[config.mk]
export PLATFORM = sky130hd
export DESIGN_NAME = scan_byte_pixel_packer_core
export DESIGN_NICKNAME = d
export VERILOG_FILES = /design/src/rtl/sbpp_pkg.sv /design/src/rtl/scan_byte_pixel_packer_core.sv
export SDC_FILE = /design/constraint.sdc
export NUM_CORES = 1
export LEC_CHECK = 0
export ABC_AREA = 1
export BUFFER_PORTS_ARGS = -buffer_cell sky130_fd_sc_hd__clkbuf_2
export CAP_MARGIN = 30
export CORE_MARGIN = 2
export CORE_UTILIZATION = 39
export DETAILED_ROUTE_END_ITERATION = 12
export PLACE_DENSITY = 0.57
export SYNTH_ARGS = -nofsm -noshare
export SYNTH_HDL_FRONTEND = slang
export SYNTH_SLANG_ARGS = --single-unit
[constraint.sdc]
create_clock -name clk -period 15.3 [get_ports clk]
set_input_delay 1.53 -clock clk [delete_from_list [all_inputs] [get_ports clk]]
set_output_delay 1.53 -clock clk [all_outputs]
set_load 0.1 [all_outputs]
[src/rtl/sbpp_pkg.sv]
`timescale 1ns / 1ps
`default_nettype none

package sbpp_pkg;

  typedef enum logic [1:0] {
    MODE_DATA  = 2'd0,
    MODE_BEGIN = 2'd1,
    MODE_START = 2'd2
  } mode_t;

  typedef enum logic [2:0] {
    FMT_GRAY  = 3'd0,
    FMT_RGB   = 3'd1,
    FMT_RED   = 3'd2,
    FMT_GREEN = 3'd3,
    FMT_BLUE  = 3'd4
  } frame_format_t;

  typedef enum logic [1:0] {
    DEPTH_1   = 2'd0,
    DEPTH_8   = 2'd1,
    DEPTH_16  = 2'd2,
    DEPTH_BAD = 2'd3
  } depth_t;

  typedef enum logic [1:0] {
    CFG_FRAME_FORMAT    = 2'd0,
    CFG_DEPTH_CODE      = 2'd1,
    CFG_PIXELS_PER_LINE = 2'd2,
    CFG_LINE_COUNT      = 2'd3
  } cfg_index_t;

  localparam logic [15:0] ALPHA16   = 16'hFFFF;
  localparam logic [31:0] ALPHA8    = 32'hFF00_0000;
  localparam logic [15:0] COORD_MAX = 16'hFFFF;

endpackage

`default_nettype wire

[src/rtl/scan_byte_pixel_packer_core.sv]
// Path: an accepted byte is held in the input register; the pixel word that it completes
//   is then registered in the result register that drives the out_ ports.
// Throughput: one byte per cycle while no stalled result holds the input register;
//   state updates in the same pass as the result.
// Reset: synchronous, active low; clears control, counters, byte store and config.
`timescale 1ns / 1ps
`default_nettype none

module scan_byte_pixel_packer_core
  import sbpp_pkg::*;
#(
  parameter int unsigned MAX_BYTES_PER_PIXEL = 6
) (
  input  wire logic        clk,
  input  wire logic        rst_n,
  input  wire logic        cfg_we,
  input  wire logic [1:0]  cfg_index,
  input  wire logic [15:0] cfg_wdata,
  input  wire logic        in_valid,
  output logic             in_stall,
  input  wire logic [1:0]  in_mode,
  input  wire logic [7:0]  in_data_byte,
  output logic             out_valid,
  input  wire logic        out_stall,
  output logic [15:0]      out_pixel_x,
  output logic [15:0]      out_pixel_y,
  output logic [63:0]      out_pixel_value,
  output logic [7:0]       out_byte_enable,
  output logic             out_grew,
  output logic             out_unsupported
);

  localparam logic [2:0] MaxBytes = 3'(MAX_BYTES_PER_PIXEL);

  // configuration
  logic [2:0]  fmt_r;
  logic [1:0]  depth_r;
  logic [15:0] ppl_r;
  logic [15:0] lines_r;

  // input register
  logic       s1_v_r;
  logic [1:0] s1_mode_r;
  logic [7:0] s1_byte_r;

  // frame state
  logic [15:0] col_r, col_nxt;
  logic [15:0] row_r, row_nxt;
  logic [15:0] held_r, held_nxt;
  logic [2:0]  slot_r, slot_nxt;
  logic        par_r, par_nxt;
  logic [7:0]  store_r [MAX_BYTES_PER_PIXEL];
  logic        store_we;

  // result register
  logic        o_v_r, o_v_nxt;
  logic [15:0] o_x_r, o_y_r;
  logic [63:0] o_val_r;
  logic [7:0]  o_be_r;
  logic        o_grew_r, o_bad_r;

  logic        prod;
  logic [15:0] r_x, r_y;
  logic [63:0] r_val;
  logic [7:0]  r_be;
  logic        r_grew, r_bad;

  logic        adv;
  logic        s1_ld;
  logic [15:0] lw;
  logic        grow_hit;
  logic [16:0] held_sum;
  logic [15:0] held_grown;
  logic [15:0] col_inc;
  logic        wrap;
  logic [15:0] row_inc;
  logic [16:0] mono_col;
  logic        mono_wrap;
  logic [2:0]  need;
  logic        bad;
  logic [2:0]  lane;
  logic [2:0]  slot_inc;
  logic [7:0]  view [6];

  assign adv      = !o_v_r || !out_stall;
  // an empty input register takes a word even while the result is held
  assign s1_ld    = !s1_v_r || adv;
  assign in_stall = s1_v_r && !adv;

  assign lw         = (ppl_r == 16'd0) ? 16'd1 : ppl_r;
  assign grow_hit   = row_r >= held_r;
  assign held_sum   = {1'b0, held_r} + {1'b0, lw};
  assign held_grown = held_sum[16] ? COORD_MAX : held_sum[15:0];
  assign col_inc    = col_r + 16'd1;
  assign wrap       = col_inc >= lw;
  assign row_inc    = (row_r == COORD_MAX) ? COORD_MAX : row_r + 16'd1;
  assign mono_col   = {1'b0, col_r} + 17'd8;
  assign mono_wrap  = mono_col >= {1'b0, lw};
  assign slot_inc   = slot_r + 3'd1;

  always_comb begin
    need = 3'd1;
    if (fmt_r == FMT_GRAY && depth_r == DEPTH_16) need = 3'd2;
    if (fmt_r == FMT_RGB) need = (depth_r == DEPTH_16) ? 3'd6 : 3'd3;
  end

  assign bad = (fmt_r > FMT_BLUE) || (depth_r == DEPTH_BAD) ||
               (fmt_r != FMT_GRAY && depth_r == DEPTH_1) || (need > MaxBytes);

  always_comb begin
    if (depth_r == DEPTH_8) begin
      lane = (fmt_r == FMT_RED) ? 3'd2 : ((fmt_r == FMT_GREEN) ? 3'd1 : 3'd0);
    end else begin
      lane = 3'((fmt_r - 3'd2) << 1) + {2'b00, par_r};
    end
  end

  // store contents as seen after this byte lands; entries past the store read zero
  for (genvar i = 0; i < 6; i++) begin : g_view
    if (i < MAX_BYTES_PER_PIXEL) begin : g_have
      assign view[i] = (slot_r == 3'(i)) ? s1_byte_r : store_r[i];
    end else begin : g_none
      assign view[i] = 8'd0;
    end
  end

  always_comb begin
    col_nxt  = col_r;
    row_nxt  = row_r;
    held_nxt = held_r;
    slot_nxt = slot_r;
    par_nxt  = par_r;
    store_we = 1'b0;
    prod     = 1'b0;
    r_x      = 16'd0;
    r_y      = 16'd0;
    r_val    = 64'd0;
    r_be     = 8'd0;
    r_grew   = 1'b0;
    r_bad    = 1'b0;
    if (s1_v_r && adv) begin
      unique case (s1_mode_r)
        MODE_BEGIN, MODE_START: begin
          col_nxt  = 16'd0;
          row_nxt  = 16'd0;
          slot_nxt = 3'd0;
          par_nxt  = 1'b0;
          if (s1_mode_r == MODE_START) begin
            held_nxt = (lines_r != 16'd0) ? lines_r : lw;
          end
        end
        MODE_DATA: begin
          if (bad) begin
            prod  = 1'b1;
            r_bad = 1'b1;
          end else if (fmt_r >= FMT_RED) begin
            prod   = 1'b1;
            r_grew = grow_hit;
            r_x    = col_r;
            r_y    = row_r;
            r_val  = {56'd0, s1_byte_r} << {lane, 3'b000};
            r_be   = 8'd1 << lane;
            if (grow_hit) held_nxt = held_grown;
            if (depth_r == DEPTH_8 || par_r) begin
              col_nxt = wrap ? 16'd0 : col_inc;
              row_nxt = wrap ? row_inc : row_r;
            end
            if (depth_r != DEPTH_8) par_nxt = !par_r;
          end else if (need == 3'd1) begin
            prod   = 1'b1;
            r_grew = grow_hit;
            r_x    = col_r;
            r_y    = row_r;
            r_val  = {56'd0, s1_byte_r};
            r_be   = 8'h01;
            if (grow_hit) held_nxt = held_grown;
            if (depth_r == DEPTH_1) begin
              col_nxt = mono_wrap ? 16'd0 : mono_col[15:0];
              row_nxt = mono_wrap ? row_inc : row_r;
            end else begin
              col_nxt = wrap ? 16'd0 : col_inc;
              row_nxt = wrap ? row_inc : row_r;
            end
          end else begin
            store_we = slot_r < MaxBytes;
            if (slot_inc < need) begin
              slot_nxt = slot_inc;
            end else begin
              slot_nxt = 3'd0;
              prod     = 1'b1;
              r_grew   = grow_hit;
              r_x      = col_r;
              r_y      = row_r;
              if (grow_hit) held_nxt = held_grown;
              col_nxt = wrap ? 16'd0 : col_inc;
              row_nxt = wrap ? row_inc : row_r;
              if (fmt_r == FMT_GRAY) begin
                r_val = {48'd0, view[1], view[0]};
                r_be  = 8'h03;
              end else if (depth_r == DEPTH_8) begin
                r_val = {32'd0, ALPHA8 | {8'd0, view[0], view[1], view[2]}};
                r_be  = 8'h0F;
              end else begin
                r_val = {ALPHA16, view[5], view[4], view[3], view[2], view[1], view[0]};
                r_be  = 8'hFF;
              end
            end
          end
        end
        default: begin
        end
      endcase
    end
  end

  assign o_v_nxt = adv ? (s1_v_r && prod) : o_v_r;

  always_ff @(posedge clk) begin
    if (!rst_n) begin
      fmt_r   <= FMT_GRAY;
      depth_r <= DEPTH_8;
      ppl_r   <= 16'd1;
      lines_r <= 16'd0;
    end else if (cfg_we) begin
      unique case (cfg_index)
        CFG_FRAME_FORMAT:    fmt_r   <= cfg_wdata[2:0];
        CFG_DEPTH_CODE:      depth_r <= cfg_wdata[1:0];
        CFG_PIXELS_PER_LINE: ppl_r   <= cfg_wdata;
        CFG_LINE_COUNT:      lines_r <= cfg_wdata;
        default: begin
        end
      endcase
    end
  end

  always_ff @(posedge clk) begin
    if (!rst_n) begin
      s1_v_r <= 1'b0;
      o_v_r  <= 1'b0;
      col_r  <= 16'd0;
      row_r  <= 16'd0;
      held_r <= 16'd0;
      slot_r <= 3'd0;
      par_r  <= 1'b0;
    end else begin
      if (s1_ld) s1_v_r <= in_valid;
      o_v_r  <= o_v_nxt;
      col_r  <= col_nxt;
      row_r  <= row_nxt;
      held_r <= held_nxt;
      slot_r <= slot_nxt;
      par_r  <= par_nxt;
    end
  end

  always_ff @(posedge clk) begin
    if (s1_ld && in_valid) begin
      s1_mode_r <= in_mode;
      s1_byte_r <= in_data_byte;
    end
    if (adv && s1_v_r && prod) begin
      o_x_r    <= r_x;
      o_y_r    <= r_y;
      o_val_r  <= r_val;
      o_be_r   <= r_be;
      o_grew_r <= r_grew;
      o_bad_r  <= r_bad;
    end
  end

  for (genvar i = 0; i < MAX_BYTES_PER_PIXEL; i++) begin : g_store
    always_ff @(posedge clk) begin
      if (!rst_n) begin
        store_r[i] <= 8'd0;
      end else if (store_we && slot_r == 3'(i)) begin
        store_r[i] <= s1_byte_r;
      end
    end
  end

  assign out_valid       = o_v_r;
  assign out_pixel_x     = o_x_r;
  assign out_pixel_y     = o_y_r;
  assign out_pixel_value = o_val_r;
  assign out_byte_enable = o_be_r;
  assign out_grew        = o_grew_r;
  assign out_unsupported = o_bad_r;

`ifndef SYNTHESIS
  a_bad_no_enable: assert property (@(posedge clk) disable iff (!rst_n)
    (o_v_r && o_bad_r) |-> (o_be_r == 8'd0 && !o_grew_r))
    else $error("unsupported word carries enables");

  a_good_has_enable: assert property (@(posedge clk) disable iff (!rst_n)
    (o_v_r && !o_bad_r) |-> (o_be_r != 8'd0))
    else $error("pixel word with no byte enabled");

  a_slot_range: assert property (@(posedge clk) disable iff (!rst_n)
    slot_r < 3'd6)
    else $error("byte slot out of range");

  a_stall_needs_item: assert property (@(posedge clk) disable iff (!rst_n)
    in_stall |-> (s1_v_r && o_v_r))
    else $error("input stalled with nothing held");
`endif

endmodule

`default_nettype wire

Word-level counts from Yosys, hierarchy flattened --
Memories as Yosys holds them, arrays and structs flattened. Index checks and enable logic that the tools add are counted.
Storage, ports and cells: register bits 207, bits in writable memories 48, input port bits 33, output and inout bits 108, logic and storage cells 224, memories 1
Memory list:
- store_r | depth 6, bits a word 8, read ports 6, clocked after memory_dff 0, wr ports 6, line scan_byte_pixel_packer_core.sv:52 | logic [7:0] store_r [MAX_BYTES_PER_PIXEL];
Operators by class: add/subtract/negate cells 7, order comparisons 8, eq/ne operators 28, shift-type cells 2, multiplexer cells 106, bitwise gates (word level) 8, reduce and logical (&&, ||, !) cells 45
Operator list (count):
- $mux 16 | 32
- $mux 64 | 5
- $mux 8 | 17
- $pmux 16 s2 | 3
- $shl 8x6->64 | 1
- $mux 1 | 38
- $add 16x1->16 const B | 2
- $ge 16x16->1 | 2
- $mux 3 | 7
- $reduce_and 5->1 | 4
- $add 16x16->17 | 1
- $add 16x4->17 const B | 1
- $ge 17x16->1 | 1
- $eq 16x16->1 const B | 1
- $logic_not 16->1 | 1
- $reduce_bool 16->1 | 1
- $logic_and 1x1->1 | 13
- $eq 3x2->1 const B | 4
- $ne 2x2->1 const B | 6
- $eq 2x2->1 const B | 5
- $reduce_and 2->1 | 5
- $eq 3x1->1 const B | 3
- $shl 1x3->8 const A | 1
- $eq 2x1->1 const B | 3
- other kinds (26) | 47

Logic depth before layout (Yosys ltp) --
word-level depth 15, depth in mapped cells 22, gate-level depth less buffers 21

Least setup slack after synthesis --
No wires, ideal clock.
path type in2reg, start point input port out_stall, end point register o_be_r[0], in the netlist out_byte_enable[0] (enable), setup time 0.735 ns, arrival 9.685 ns, data required time 14.565 ns, setup slack 4.881 ns, cell stages on the path 6, buffers on the path 0, cell sequence nand2_1 > inv_1 > nor2_1 > inv_1 > nor2_1 > a21boi_0
On the way: cells in the longest elaborated chain, start to end 5
RTL lines:
- from (decl) | line scan_byte_pixel_packer_core.sv:24 | input wire logic out_stall,
- $logic_not 1->1 (*) | line scan_byte_pixel_packer_core.sv:85 | assign adv = !o_v_r || !out_stall;
- $logic_or 1x1->1 (*) | line scan_byte_pixel_packer_core.sv:85
- $logic_and 1x1->1 (*) | line scan_byte_pixel_packer_core.sv:141, scan_byte_pixel_packer_core.sv:261
- $mux 1 | line scan_byte_pixel_packer_core.sv:141 | if (s1_v_r && adv) begin
- $logic_and 1x1->1 (*) | line scan_byte_pixel_packer_core.sv:261 | if (adv && s1_v_r && prod) begin
- to (signal assigned) | line scan_byte_pixel_packer_core.sv:265 | o_be_r <= r_be;
- to (decl) | line scan_byte_pixel_packer_core.sv:59 | logic [7:0] o_be_r;
Mark *: on every way between the ends. The rest lies on a longest branch, timed or not. A chain may end at the register's enable or synchronous reset.

Worst setup path after layout --
start point register col_r[3], end point register row_r[4]
On the way: cells in the longest elaborated chain, start to end 8, elaborated cells on any way between the ends 14
RTL lines:
- from (decl) | line scan_byte_pixel_packer_core.sv:47 | logic [15:0] col_r, col_nxt;
- from (signal assigned) | line scan_byte_pixel_packer_core.sv:248 | col_r <= col_nxt;
- $add 16x1->16 | line scan_byte_pixel_packer_core.sv:94 | assign col_inc = col_r + 16'd1;
- $ge 16x16->1 | line scan_byte_pixel_packer_core.sv:95 | assign wrap = col_inc >= lw;
- $mux 16
- $mux 16, on equally long branches
- $mux 16 (3 in a row)
- $pmux 16 s2
- to (signal assigned) | line scan_byte_pixel_packer_core.sv:249 | row_r <= row_nxt;
- to (decl) | line scan_byte_pixel_packer_core.sv:48 | logic [15:0] row_r, row_nxt;
Several ways; a longest one is shown, not always the timed one. The select of a mux whose other input is x is not followed.

==> impl_metrics.env <==
export IMPL_yosys_area_top_type="edfxtp_1"
export IMPL_dpl_instance_area_um2=15490
export IMPL_critical_path_arrival_ns=4.52
export IMPL_finalNonFillerCells=2397
export IMPL_worstPathRequired_ns=15.78
export IMPL_mostFrequentLayoutCell="nand2_1"
export IMPL_slew_viol_final=0
export IMPL_path_clk_slew_ns=0.07
export IMPL_worstMarginPinSlew_ns=1.021
export IMPL_leakagePower_nw=6.550
export IMPL_clk_path_buf_depth=3
export IMPL_tritoncts="built"
export IMPL_fmaxAchievable_mhz=247.1
export IMPL_critPathMaxFanout=30
export IMPL_synthCells=1810
export IMPL_core_um2=36610
export IMPL_synth_top_cell_area_share_pct=34.03
export IMPL_cts_htree_levels=1
export IMPL_critPathSlowestCell="dfxtp_1"
export IMPL_grt_pass1_wl_mm=64.06
export IMPL_synth_xor_area_share_pct=1.634
export IMPL_tns_ns=0
export IMPL_yosys_area_share_simple_pct=23.92
export IMPL_syn_avg_cell_area_um2=7.995
export IMPL_crit_type="reg -> reg"
export IMPL_post_cts_setup_buffers=0
export IMPL_nNetsFinal=2018
export IMPL_finalInstanceArea_um2=16510
export IMPL_cap_viol_max_count=0
export IMPL_wl_mm=41.23
export IMPL_path_buf_inv=3
export IMPL_syn_to_final_growth_pct=14.13
export IMPL_grt_remaining_overflow=0
export IMPL_yosysSeqAreaShare_pct=46.62
export IMPL_wl_per_cell_um=17.20
export IMPL_peakVddDrop_v=0.00008611
export IMPL_holdBufCountCts=0
export IMPL_drc=0
export IMPL_place_hpwl_mm=30.55
export IMPL_worst_path_most_repeated_cell="nand2_1"
export IMPL_synthAdderAreaFrac_pct=6.796
export IMPL_die_area_um2=38660
export IMPL_status="finished, final reports clean"
export IMPL_antenna_found_initial=0
export IMPL_cts_resized=0
export IMPL_placement_io_buffers=140
export IMPL_drtAntennaViolNets=0
export IMPL_via_count=12460
export IMPL_clk_latency_ns=0.57
export IMPL_synthMuxAreaShare_pct=0
export IMPL_layout_common_cells="373 x nand2_1, 250 x nor2_1, 193 x a21oi_1"
export IMPL_cts_buffers=28
export IMPL_initial_core_util_pct=39.52
export IMPL_report_final_hold_viol_count=0
export IMPL_synth_top_family_by_area="simple AND/OR/NAND/NOR gates"
export IMPL_reg2reg_from="col_r[3]"
export IMPL_ys_top_cells_by_area="edfxtp_1 34%, dfxtp_1 13%, nand2_1 9.7%, a21oi_1 6.7%, ha_1 6.7%"
export IMPL_setup_worst_path_end_class="register"
export IMPL_yosysWarnings=0
export IMPL_finalWorstSetupSlack_ns=11.25
export IMPL_firstDrtPassIters=5
export IMPL_finClkSkew_ns=0.01946
export IMPL_viasPerCell=5.199
export IMPL_fp_dieH_um=196.6
export IMPL_setup_violations=0
export IMPL_diodes=0
export IMPL_ys_seq_elements=255
export IMPL_hold_start="lines_r[10]"
export IMPL_fill_cells=3653
export IMPL_critPathMaxStageDelay_ns=0.41
export IMPL_place_congestion=0.9354
export IMPL_synth_nets=1921
export IMPL_cp_start_kind="register"
export IMPL_relSlewSlack_pct=31.23
export IMPL_die_w_um=196.6
export IMPL_synth_compound_area_share_pct=13.44
export IMPL_cts_sinks=255
export IMPL_grt_max_degree=74
export IMPL_yosysUniqueCellTypes=46
export IMPL_pin_count=141
export IMPL_pre_cts_slack_ns=10.88
export IMPL_grt_pass1_vias=11540
export IMPL_grt_setup_unrepaired="no"
export IMPL_syn_area_um2=14470
export IMPL_cts_root_buf="clkbuf_16"
export IMPL_dp_cells=2343
export IMPL_rows=70
export IMPL_drt_initial_drc_count=917
export IMPL_p_per_area_nw_per_um2=107.8
export IMPL_grt_total_usage_pct=21.05
export IMPL_crit_start="col_r[3]"
export IMPL_cp_top_family="simple AND/OR/NAND/NOR gates"
export IMPL_worstPathCellList="ha_1 -> nand2_1 -> inv_1 -> nand2_1 -> nor2_1 -> xor2_1 -> inv_1 -> ha_1 -> nand2_1 -> nor2_1 -> nand3_1 -> nand4_1 -> buf_4 -> nand2_1 -> nand3_1 -> nand2_1 -> a21oi_1"
export IMPL_min_path_type="reg -> reg"
export IMPL_period_share_pct=26.45
export IMPL_final_layout_size_suffix_gt1_share_pct=12.80
export IMPL_fin_crit_ns=4.047
export IMPL_largest_register_ffs=64
-- worst min-delay path, stage by stage, from the launching register on --
cell	delay [ns]
dfxtp_1	0.31
inv_1	0.07
a21oi_1	0.05
-- worst paths after layout --
check / cells past startpoint / endpoint / slack, ns
worst max-delay path: 17 / row_r[4] / 11.25
worst min-delay path: 2 / lines_r[10] / 0.48
worst max register to register: 17 / row_r[4] / 11.25
worst min register to register: 2 / lines_r[10] / 0.48
-- final cells by class --
type                            count  area [um^2]  area share (%)
Sequential cell                   255         6746           40.85
Clock inverter                     14        222.7           1.349
Clock buffer                       38        789.5           4.781
Timing Repair Buffer              150        788.3           4.773
Inverter                          197        739.5           4.478
Multi-Input combinational cell   1275         6643           40.22
Tap cell                          468        585.6           3.546
-- layer usage --
metal | track usage [%] | share of wire, % | routed length [um]
met1 | 30.44 | 48 | 19800
met2 | 33.08 | 43 | 17920
met3 | 2.361 | 5.4 | 2244
met4 | 6.628 | 3.1 | 1259
met5 | 0 | 0 | 0
-- through the flow --
step           power, mW  hold slack [ns]  utilization, %
6_report           1.780           0.4788           45.11
5_1_grt            1.849           0.5060           45.11
4_1_cts            1.791           0.4770           45.08
3_5_place_dp       1.053           0.4669           42.32
3_3_place_gp       1.049           0.4634           42.21
2_1_floorplan     0.9874           0.4438               -
-- Yosys cell counts (all sizes together) --
cell type  instances
dfxtp             91
o31ai              2
o2111ai            1
a21boi             2
a21oi            193
nor2             265
o22ai              1
xnor2              2
nor4               5
clkinv            10
nand4             48
or2                1
a31oi              2
fa                 1
edfxtp           164
inv              187
buf               31
nand3             86
xor2              25
nor3              16
and3               1
a31o               1
o211ai            25
ha                77
clkbuf            52
a21o               3
o21ai            124
nor3b              2
a211oi             3
and2               1
o21a               5
nand2            380
nand3b             3
-- cells by family (layout without fill, tap and decap cells) --
| logic type | after synthesis | after routing |
|---|---|---|
| buffers and inverters | 280 | 399 |
| XOR/XNOR | 27 | 27 |
| adder cells (fa/ha/maj) | 78 | 78 |
| AO/OA/AOI/OAI | 362 | 362 |
| AND/OR/NAND/NOR | 808 | 808 |
| flip-flops | 255 | 255 |
-- power by group --
| part | switching, mW | internal (mW) |
|---|---|---|
| Sequential | 0.0200 | 0.752 |
| Clock | 0.291 | 0.447 |
| Combinational | 0.204 | 0.0658 |
Power figures use the tool's default switching activity.
